`src/hw/rtl/ckv_pkg.sv`:
```
// Shared widths, request and status codes, and cell control type for the key/value table.
`default_nettype none

package ckv_pkg;

  localparam int unsigned CAPACITY = 128;
  localparam int unsigned CAP_LOG  = $clog2(CAPACITY);
  localparam int unsigned REQ_W    = 2;
  localparam int unsigned KEY_W    = 64;
  localparam int unsigned VALUE_W  = 40;
  localparam int unsigned INDEX_W  = 7;
  localparam int unsigned STATUS_W = 2;
  localparam int unsigned COUNT_W  = 8;

  typedef enum logic [REQ_W-1:0] {
    REQ_ADD    = 2'd0,
    REQ_SEARCH = 2'd1,
    REQ_DELETE = 2'd2,
    REQ_READ   = 2'd3
  } req_e;

  typedef enum logic [STATUS_W-1:0] {
    STAT_DONE = 2'd0,
    STAT_FULL = 2'd1,
    STAT_MISS = 2'd2
  } status_e;

  typedef struct packed {
    logic load;   // take the word from the request
    logic shift;  // take the word from the next cell up
  } cell_ctl_t;

endpackage

`default_nettype wire

```
`src/hw/rtl/ckv_cell.sv`:
```
// One table entry: key and value registers, key compare flag, shift from its upper neighbor.
`default_nettype none

module ckv_cell (
  input  logic                         clk_i,
  input  logic                         cmp_en_i,
  input  logic [ckv_pkg::KEY_W-1:0]    cmp_key_i,
  input  ckv_pkg::cell_ctl_t           ctl_i,
  input  logic [ckv_pkg::KEY_W-1:0]    load_key_i,
  input  logic [ckv_pkg::VALUE_W-1:0]  load_value_i,
  input  logic [ckv_pkg::KEY_W-1:0]    next_key_i,
  input  logic [ckv_pkg::VALUE_W-1:0]  next_value_i,
  output logic [ckv_pkg::KEY_W-1:0]    key_o,
  output logic [ckv_pkg::VALUE_W-1:0]  value_o,
  output logic                         match_o
);
  import ckv_pkg::*;

  logic [KEY_W-1:0]   key_q;
  logic [VALUE_W-1:0] value_q;
  logic               match_q;

  always_ff @(posedge clk_i) begin
    if (cmp_en_i) begin
      match_q <= (key_q == cmp_key_i);
    end
    if (ctl_i.load) begin
      key_q   <= load_key_i;
      value_q <= load_value_i;
    end else if (ctl_i.shift) begin
      key_q   <= next_key_i;
      value_q <= next_value_i;
    end
  end

  assign key_o   = key_q;
  assign value_o = value_q;
  assign match_o = match_q;

endmodule

`default_nettype wire

```
`config.mk`:
```
export PLATFORM = sky130hd
export DESIGN_NAME = ckv_cell
export DESIGN_NICKNAME = d
export VERILOG_FILES = /design/src/hw/rtl/ckv_pkg.sv /design/src/hw/rtl/ckv_cell.sv
export SDC_FILE = /design/constraint.sdc
export NUM_CORES = 1
export LEC_CHECK = 0
export ABC_AREA = 1
export BUFFER_PORTS_ARGS = -buffer_cell sky130_fd_sc_hd__buf_4
export CAP_MARGIN = 15
export CORE_ASPECT_RATIO = 1.4
export CORE_MARGIN = 5
export CORE_UTILIZATION = 25
export CTS_CLUSTER_SIZE = 8
export DETAILED_ROUTE_END_ITERATION = 6
export HOLD_SLACK_MARGIN = 0.05
export SLEW_MARGIN = 20
export SYNTH_ARGS = -nofsm -noshare
export SYNTH_HDL_FRONTEND = slang
export SYNTH_SLANG_ARGS = --single-unit
```
`constraint.sdc`:
```
create_clock -name clk_i -period 2.9 [get_ports clk_i]
set_clock_uncertainty 0.2 [all_clocks]
set_input_delay 0.58 -clock clk_i [delete_from_list [all_inputs] [get_ports clk_i]]
set_output_delay 0.58 -clock clk_i [all_outputs]
set_load 0.02 [all_outputs]
```
# Word level (Yosys, flattened, before mapping)
# Index checks and enable logic that the tools add are counted.
[word_totals]
regBits = 105
inputBits = 276
elab_cells = 9
[op_classes]
n_eq_ne = 1
muxes = 4
reduce_logical = 1
[op_table]
columns = ["cell", "n"]
rows = [
  ["two-way mux 64 bit", 2],
  ["two-way mux 40 bit", 2],
  ["equality test 64 bit", 1],
  ["nonzero test 2 bit", 1],
]

# Logic depth before layout (Yosys ltp)
# Gate-level depths: netlist of the first run.
[depth]
ltp_word = 2
depth_mapped = 9
ltp_nobuf = 9

# Least setup slack after synthesis of the first run
# No wires, ideal clock.
[synth_timing]
path_kind = "input to register"
from = "input port ctl_i[1] (netlist name)"
to = "register key_q[0], in the netlist key_o[0] (enable)"
setup_ps = 419
t_arrival_ps = 2142
required_ps = 2281
slack_ps = 139
cell_stages = 3
path_cell_list = "buf_4 > buf_4 > or2_2"
[synth_via]
elab_chain_cells = 1
[synth_lines]
columns = ["item", "line_no", "source"]
rows = [
  ["start: declaration", "ckv_cell.sv:8", "input ckv_pkg::cell_ctl_t ctl_i,"],
  ["nonzero test 2 bit (no source line)", "n/a", ""],
  ["end signal: assignment", "ckv_cell.sv:28", "key_q <= load_key_i;"],
  ["end signal: assignment", "ckv_cell.sv:31", "key_q <= next_key_i;"],
  ["end: declaration", "ckv_cell.sv:19", "logic [KEY_W-1:0] key_q;"],
]
# No other way between the ends.
# A chain may end at the register's enable or synchronous reset.

# Worst setup path in the final report of the first run
[layout_timing]
from = "register key_q[60], in the netlist key_o[60]"
to = "output port key_o[60] (netlist name)"
[layout_lines]
columns = ["item", "line_no", "source"]
rows = [
  ["end: declaration", "ckv_cell.sv:13", "output logic [ckv_pkg::KEY_W-1:0] key_o,"],
]
# No word-level cell between the ends.

==> results of run 1 <==
## registers in the layout, summed over array words and instances, names as in the netlist
register	count
key_o	64
value_o	40
match_o	1
## layer usage
layer / global-route usage / vias to the layer above / part of all wire
li1: - / 2642 / -
met1: 0.166 / 2285 / 0.38
met2: 0.272 / 222 / 0.52
met3: 0.0394 / 32 / 0.075
met4: 0.0648 / 0 / 0.028
met5: 0 / - / 0
## final cells by class
| cell class | instances | area, µm² |
|---|---|---|
| tap | 260 | 325 |
| multi-input combinational | 460 | 2000 |
| timing repair buffer | 384 | 2920 |
| inverter | 21 | 80.1 |
| clock inverter | 4 | 93.8 |
| clock buffer | 10 | 229 |
| fill | 2162 | 12400 |
| sequential | 105 | 3150 |
## worst max path at each step
stage               startpoint        end  slack [ns]  depth (start not counted)
floorplan             ctl_i[1]   key_o[0]        0.14                          3
global placement      ctl_i[1]  key_o[63]        0.62                          5
detailed placement    ctl_i[1]  key_o[63]        0.65                          5
CTS                   ctl_i[1]  key_o[63]        1.04                          5
global route         key_o[60]  key_o[60]        1.03                          1
finish               key_o[60]  key_o[60]        1.09                          1
## power breakdown
group | total, mW | internal, mW | leakage [nW] | switching (mW)
registers | 1.97 | 1.87 | 1.08 | 0.103
logic | 1.14 | 0.586 | 3.18 | 0.557
clock network | 1.38 | 0.833 | 0.156 | 0.552
total | 4.50 | 3.29 | 4.41 | 1.21
## cells in the final DEF, fill, tap and decap left out, drive strengths merged
cell / count
buf: 384
clkinv: 2
edfxtp: 105
bufinv: 3
clkbuf: 10
or2: 1
nand2: 384
xnor2: 54
inv: 20
nor2: 21
## cells by family after synthesis
kind of cell,after synthesis,synth area share
XOR/XNOR,54,0.0877
buffers and inverters,44,0.0443
AND/OR/NAND/NOR,406,0.283
flip-flops,105,0.585
## through the flow
stage	power, mW	cells	instance area (µm²)
3_5_place_dp	3.16	1229	8450
5_1_grt	4.73	1244	8800
6_report	4.50	1244	8800
2_1_floorplan	2.52	609	5390
3_3_place_gp	3.15	1229	8450
4_1_cts	4.57	1243	8770
==> results.md, run 1 <==
- Finish-stage setup viols: 0
- Worst rel slew slack: 0.443
- Hold_buf cts: 0
- Critical path required time: 2.12 ns
- Largest net degree at the start of global routing: 105
- Syn Inst Count: 609
- Min Hold Slack: 0.218 ns
- IO Port Bufs: 380
- HPWL Detailed: 15.2 mm
- WS Path Type: reg -> out
- Setup slack, reg-to-reg: 1.28 ns
- Layout area overhead: 63.3%
- Layout net count: 1257
- Drt via density: 4.16
- Clock transition at the registers of the reported paths: 0.07 ns
- Num ports: 381
- Total GRT Usage: 0.150
- Fin Setup TNS: 0 ns
- Gp weighted congestion: 0.795
- Root Driver: clkbuf_16
- HP Class: in -> reg
- Die Span Y: 184 µm
- RSZ-0062 raised after global routing: no
- Post-cts sizing count: 0
- Setup Buffers After CTS: 0
- Max VDD drop: 0.000301 V
- Fin crit period: 1.81 ns
- Via total after detailed routing: 5181
- Worst hold path depth: 1
- Reg2reg end: match_o
- CP top delay family: flip-flops
- Critical path data arrival time: 1.03 ns
- CP Launch Type: flip-flop
- Share of cells above drive strength 1: 0.404
- Area of the die: 24600 µm²
- Worst setup EP type: output pin
- Top area cells in the synthesized netlist: edfxtp_1, nand2_1, xnor2_1
- Seq/Total Area, Yosys: 0.585
- Detailed Routing Iterations Pass 1: 4
- CTS HTree Levels: 3
- Final wirelength: 19.5 mm
- Die X: 134 µm
- Post-Syn Area: 5390 µm²
- Syn nets: 885
- Vias in the first global route: 5152
- Worst r2r src: key_o[0]
- Initial antenna violation count: 0
- Static leakage: 4.41 nW
- Row count: 63
- Max Cap Viol: 0
- Buffers plus inverters on the worst setup path: 1
- Number of synthesized flops with an enable pin: 105
- WHS Endpoint: match_o
- Seq cells post-synth: 105
- Max Freq: 0.553 GHz
- Initial Utilization: 0.254
- Drt wl/cell: 15.7 µm
- Crit-path cells: buf_4
- Overflow after GRT: 0
- # DRC: 0
- Power per cell area: 511 nW/µm²
- Worst-path fanout max: 3
- CP peak stage delay: 0.47 ns
- Antenna diodes: 0
- Worst Tran Pin Value: 0.836 ns
- Core Util, Final: 0.415
- Primary FF master, synth: edfxtp_1
- Total core area: 21200 µm²
- Post-synth top area share: 0.585
- CTS tree: done
- Cts bufs inserted: 9
- Clk_lat worst skew: 0.35 ns
- Top post-synthesis cells by count: nand2_1, edfxtp_1, xnor2_1, nor2_1, inv_1
- Number of distinct library cells after synthesis: 11
- DR iter-0 viols: 158
- Cells on worst reg2reg path: 7
- YS warnings: 0
- Crit path setup slack, layout: 1.09 ns
- Tcrit/Tclk final: 0.624
- Async set-reset flop share out of synthesis: 0
- Clk buf depth: 2
- Post-route antenna net violation count: 0
- Syn avg cell area: 8.85 µm²
- Hold path startpoint: cmp_en_i
- Hold Violations, Final: 0
- Yosys top cell by area: edfxtp_1
- Most instantiated library cell after synthesis: nand2_1
- Max Slew Vio Count: 0
- CP max stage cell: edfxtp_1
- First-pass GRT wire length: 28.1 mm
- Pre-CTS WS: 0.649 ns
- Status: complete, no violations
- CTS sink count: 105
(Power assumes the default switching activity.)
==> inputs of run 2 (changes only) <==
==> constraint.sdc (replaced) <==
create_clock -name clk_i -period 1.75 [get_ports clk_i]
set_clock_uncertainty 0.2 [all_clocks]
set_input_delay 0.35 -clock clk_i [delete_from_list [all_inputs] [get_ports clk_i]]
set_output_delay 0.35 -clock clk_i [all_outputs]
set_load 0.02 [all_outputs]
==> run 2 against run 1 <==
Critical endpoint is now value_o[13]. Critical path depth grew 5. Highest routed layer unchanged. Global-route usage rose by 0.50 points. Design area increased by 4.0%. Sequential cell count stayed put. Utilization increased by 1.7 points. Critical path type is now in -> reg.
==> results.md, run 2 (same netlist as run 1, synthesis figures left out) <==
- Critical path data arrival time: 1.54 ns (+0.51 ns)
- Critical path required time: 1.65 ns (-0.47 ns)
- Die Span Y: 184 µm (unchanged)
- Initial antenna violation count: 0 (unchanged)
- Total power: 7.20 mW (+60%)
- Finish-stage setup viols: 0 (unchanged)
- Row count: 63 (unchanged)
- Hold path startpoint: next_value_i[39]
- Via total after detailed routing: 5351 (+3.3%)
- Setup slack, reg-to-reg: 0.18 ns (-1.10 ns)
- Gp weighted congestion: 0.808 (+1.6%)
- CTS tree: done
- Post-route antenna net violation count: 0 (unchanged)
- Drt via density: 4.17 (+0.22%)
- Total GRT Usage: 0.155 (+0.00504)
- Cells on worst reg2reg path: 7 (unchanged)
- CP peak stage delay: 0.54 ns (+0.07 ns)
- CP max stage cell: dlygate4sd3_1
- Layout area overhead: 69.9%
- Overflow after GRT: 0 (unchanged)
- Worst r2r src: key_o[1]
- Clk_lat worst skew: 0.35 ns (about the same)
- Final wirelength: 20.3 mm (+3.8%)
- Clock transition at the registers of the reported paths: 0.08 ns (about the same)
- IO Port Bufs: 380 (unchanged)
- Die X: 134 µm (unchanged)
- WHS Endpoint: value_o[39]
- Highest-count cells in the layout ignoring fill and taps: nand2_1, buf_4, edfxtp_1, xnor2_1, dlygate4sd3_1
- Clk buf depth: 2 (unchanged)
- GRT busiest layer: met2
- Status: complete, no violations
- Initial Utilization: 0.254 (unchanged)
- Worst hold path depth: 3 (+2)
- Vias in the first global route: 5434 (+5.5%)
- HP Class: in -> reg
- Commonest non-fill, non-tap cell in the layout: nand2_1
- Cts bufs inserted: 9 (unchanged)
- RSZ-0062 raised after global routing: yes
- Static leakage: 4.58 nW (+3.7%)
- Antenna diodes: 0 (unchanged)
- Detailed Routing Iterations Pass 1: 4 (unchanged)
- Worst setup EP type: flip-flop
- Root Driver: clkbuf_16
- Total core area: 21200 µm² (unchanged)
- Largest net degree at the start of global routing: 56 (-47%)
- Max Slew Vio Count: 0 (unchanged)
- Pre-CTS WS: 0.0235 ns (-0.626 ns)
- Core Util, Final: 0.432 (+0.0168)
- Worst rel slew slack: 0.786 (+0.343)
- Max VDD drop: 0.000392 V (+30%)
- Area of the die: 24600 µm² (unchanged)
- Grt met1 use: 0.164 (-0.00164)
- Max Freq: 0.613 GHz
- Reg2reg end: match_o
- CP Launch Type: primary input
- Max FFs per register: 64 (unchanged)
- Crit path setup slack, layout: 0.118 ns (-0.974 ns)
- WS Path Type: in -> reg
- Layout net count: 1293 (+2.9%)
- Num ports: 381 (unchanged)
- Tcrit/Tclk final: 0.933
- HPWL Detailed: 16.2 mm (+6.6%)
- DR iter-0 viols: 208 (+32%)
- Routing usage on met2: 0.288 (+0.0160)
- CTS HTree Levels: 3 (unchanged)
- Worst Tran Pin Value: 0.321 ns (-0.515 ns)
- Cell mode on critical path: nand2_1
- Share of cells above drive strength 1: 0.397 (-0.00721)
- # DRC: 0 (unchanged)
- Power per cell area: 786 nW/µm² (+54%)
- Crit-path cells: buf_4 > clkinv_2 > buf_12 > nand2_1 > nand2_1 > dlygate4sd3_1
- Drt wl/cell: 15.8 µm (+0.71%)
- First-pass GRT wire length: 29.5 mm (+4.8%)
- Met3 usage: 0.0449 (+0.00548)
- Fin crit period: 1.63 ns
- Worst-path fanout max: 49 (+46)
- Hold Violations, Final: 0 (unchanged)
- Max Cap Viol: 0 (unchanged)
- CTS sink count: 105 (unchanged)
run 2: changes by cell type in the layout (fill, tap and decap cells not counted), sizes merged:
cell,previous run,this run
dlymetal6s4s,0,2
inv,20,24
dlygate4sd3,0,31
clkinvlp,0,1
clkbuf,10,9
buf,384,387
bufinv,3,0
clkinv,2,3
run 2: worst max-delay path by stage:
stage                           from  cells past startpoint           to
floorplan                   ctl_i[1]                      3     key_o[0]
global placement        cmp_key_i[1]                      8      match_o
detailed placement      cmp_key_i[1]                      8      match_o
CTS                 next_value_i[15]                      5  value_o[15]
global route                key_o[2]                      7      match_o
finish                      ctl_i[1]                      6  value_o[13]
run 2: timing repair:
action | in CTS | in global routing
hold buffers | 39 | 0
resized for setup | 0 | 4
endpoints found under the setup margin | 0 | 9
buffers inserted | 0 | 0
endpoints found under the hold margin | 31 | 0
run 2: final cells by class:
type / instances / area (µm²)
flip-flops and latches: 105 / 3150
repair buffers: 420 / 3320
well taps: 260 / 325
inverters: 21 / 80.1
clock inverters: 7 / 51.3
fillers: 2111 / 12000
multi-input cells: 460 / 2010
clock buffers: 9 / 225
run 2: power breakdown:
group | switching (mW) | internal, mW
combinational | 0.966 | 1.04
sequential | 0.159 | 3.10
clock | 0.964 | 0.981
total | 2.09 | 5.11
run 2: stage by stage:
stage | hold WS (ns) | cells | setup TNS (ns) | area [µm²]
after floorplan | 0.262 | 609 | -21.21 | 5410
after global placement | 0.361 | 1233 | 0 | 8540
after detailed placement | 0.368 | 1233 | 0 | 8540
after CTS | 0.0503 | 1288 | 0 | 9210
after global routing | 0.0614 | 1282 | -0.00792 | 9160
final | 0.0676 | 1282 | 0 | 9160
run 2: worst max-delay path, delay by kind of cell:
kind                   cells  cell delay [ns]
buffers and inverters      4             1.03
AND/OR/NAND/NOR            2             0.12
run 2: metal layers:
layer | vias to the layer above | share of wire
met5 | - | 0
met4 | 0 | 0.034
met3 | 38 | 0.082
met2 | 239 | 0.52
met1 | 2362 | 0.36
li1 | 2712 | -
==> inputs of run 3 (changes only) <==
--- a/config.mk
+++ b/config.mk
@@ -8,11 +8,10 @@
 export ABC_AREA = 1
 export BUFFER_PORTS_ARGS = -buffer_cell sky130_fd_sc_hd__buf_4
 export CAP_MARGIN = 15
-export CORE_ASPECT_RATIO = 1.4
-export CORE_MARGIN = 5
-export CORE_UTILIZATION = 25
+export CORE_AREA = 5 5 145 147
 export CTS_CLUSTER_SIZE = 8
 export DETAILED_ROUTE_END_ITERATION = 6
+export DIE_AREA = 0 0 150 152
 export HOLD_SLACK_MARGIN = 0.05
 export SLEW_MARGIN = 20
 export SYNTH_ARGS = -nofsm -noshare
==> constraint.sdc (replaced) <==
create_clock -name clk_i -period 2 [get_ports clk_i]
set_clock_uncertainty 0.2 [all_clocks]
set_input_delay 0.4 -clock clk_i [delete_from_list [all_inputs] [get_ports clk_i]]
set_output_delay 0.4 -clock clk_i [all_outputs]
set_load 0.02 [all_outputs]
==> run 3 against run 2 <==
Power is 9.7% lower. Wire length is 5.2% lower. Non-clock buffer count is 33 lower. Clock power hardly changed. Sequential power is 12% lower. Register-to-register slack better by 0.21 ns. Highest routed layer unchanged.
==> results.md, run 3 (same netlist as run 1, synthesis figures left out) <==
- Num ports: 381 (unchanged)
- Row count: 52 (-17%)
- Layout net count: 1260 (-2.6%)
- CP Launch Type: flip-flop
- Antenna diodes: 0 (unchanged)
- Max Cap Viol: 0 (unchanged)
- Placed insts: 1242 (+0.73%)
- Design area: 8840 µm² (-3.4%)
- Pre-CTS WS: 0.273 ns (+0.250 ns)
- Fin crit period: 1.61 ns
- Area post-placement: 8510 µm² (-0.38%)
- Worst hold path depth: 3 (unchanged)
- Min Hold Slack: 0.115 ns (+0.0472 ns)
- Root Driver: clkbuf_16
- Vias in the first global route: 5237 (-3.6%)
- Overflow after GRT: 0 (unchanged)
- HPWL Detailed: 15.5 mm (-4.4%)
- WS Path Type: reg -> reg
- Critical path data arrival time: 1.61 ns (+0.07 ns)
- Max Freq: 0.621 GHz
- RSZ-0062 raised after global routing: no
- Drt via density: 4.14 (-0.70%)
- Largest net degree at the start of global routing: 74 (+32%)
- Final wirelength: 19.2 mm (-5.2%)
- Commonest non-fill, non-tap cell in the layout: nand2_1
- Core Util, Final: 0.447 (+0.0153)
- Area of the die: 22800 µm² (-7.5%)
- CP max stage cell: edfxtp_1
- Max FFs per register: 64 (unchanged)
- Clock transition at the registers of the reported paths: 0.08 ns (about the same)
- Clk buf depth: 2 (unchanged)
- Cells on worst reg2reg path: 7 (unchanged)
- Worst rel slew slack: 0.565 (-0.221)
- Tcrit/Tclk final: 0.805
- Total GRT Usage: 0.161 (+0.00531)
- Clk_lat worst skew: 0.34 ns (about the same)
- Worst Tran Pin Value: 0.653 ns (+0.332 ns)
- Worst setup EP type: flip-flop
- Post-route antenna net violation count: 0 (unchanged)
- Sequential cell area: 3150 µm² (unchanged)
- Power per cell area: 735 nW/µm² (-6.5%)
- First-pass GRT wire length: 28.4 mm (-3.8%)
- Total power: 6.50 mW (-9.7%)
- Initial Utilization: 0.273 (+0.0183)
- Via total after detailed routing: 5218 (-2.5%)
- Finish-stage setup viols: 0 (unchanged)
- Die X: 150 µm (+12%)
- Total core area: 19800 µm² (-6.7%)
- HP Class: in -> reg
- # DRC: 0 (unchanged)
- Fin Setup TNS: 0 ns (unchanged)
- Static leakage: 4.43 nW (-3.2%)
- Status: complete, no violations
- Worst-path fanout max: 2 (-96%)
- Max VDD drop: 0.000395 V (+0.70%)
- Critical path required time: 2.00 ns (+0.35 ns)
- Gp weighted congestion: 0.838 (+3.7%)
- Fill cell total of the finished layout: 2022 (-4.2%)
- Max Slew Vio Count: 0 (unchanged)
- CP peak stage delay: 0.41 ns (-0.13 ns)
- Crit-path cells: xnor2_1 > nand2_1 > nor2_1 > nand2_1 > nor2_1 > nand2_1 > nor2_1
- Detailed Routing Iterations Pass 1: 5 (+1)
- Finished Layout Cells: 1259 (-1.8%)
- IO Port Bufs: 380 (unchanged)
- Crit path setup slack, layout: 0.390 ns (+0.273 ns)
- Cts bufs inserted: 9 (unchanged)
- CTS sink count: 105 (unchanged)
- Highest-count cells in the layout ignoring fill and taps: nand2_1, buf_4, edfxtp_1, xnor2_1, nor2_1
- Hold Violations, Final: 0 (unchanged)
- Multi-input logic area: 2000 µm² (-0.25%)
- Share of cells above drive strength 1: 0.407 (+0.0102)
- CTS tree: done
- CTS HTree Levels: 3 (unchanged)
- Layout area overhead: 64.1%
- Die Span Y: 152 µm (-17%)
- Initial antenna violation count: 0 (unchanged)
- DR iter-0 viols: 179 (-14%)
- Drt wl/cell: 15.3 µm (-3.4%)
## run 3: repair_timing
| action | in CTS | in global routing |
|---|---|---|
| setup buffers | 0 | 0 |
| resized for setup | 0 | 0 |
| hold buffers | 1 | 0 |
| endpoints found under the hold margin | 1 | 0 |
## run 3: path summary, 6_finish.rpt
kind / startpoint / end / slack, ns
setup / recovery: key_o[15] / match_o / 0.39
hold / removal: next_value_i[24] / value_o[24] / 0.11
setup reg to reg: key_o[15] / match_o / 0.39
hold reg to reg: key_o[16] / match_o / 0.66
## run 3: per-layer routing
| metal | vias to the layer above | routed length (µm) | track usage | share of wire |
|---|---|---|---|---|
| met3 | 22 | 2360 | 0.0646 | 0.12 |
| met4 | 0 | 367 | 0.0536 | 0.019 |
| li1 | 2647 | - | - | - |
| met1 | 2300 | 6830 | 0.169 | 0.35 |
| met2 | 249 | 9680 | 0.288 | 0.50 |
| met5 | - | 0 | 0 | 0 |
## run 3: layout make-up
cell class,instances,share of cell area
clock buffer,10,0.0259
multi-input combinational,460,0.226
inverter,21,0.00905
clock inverter,6,0.0110
sequential,105,0.356
timing repair buffer,387,0.333
tap,270,0.0382
## run 3: report_power, final
part / leakage [nW] / total (mW) / internal, mW / switching [mW]
clock: 0.160 / 1.97 / 1.12 / 0.851
combinational: 3.19 / 1.68 / 0.854 / 0.826
sequential: 1.08 / 2.85 / 2.71 / 0.142
## run 3: critical path, delay by kind of cell (launching register included)
family,cells,cell delay (ns)
simple gates,6,0.53
xor+xnor,1,0.32
flops,1,0.41
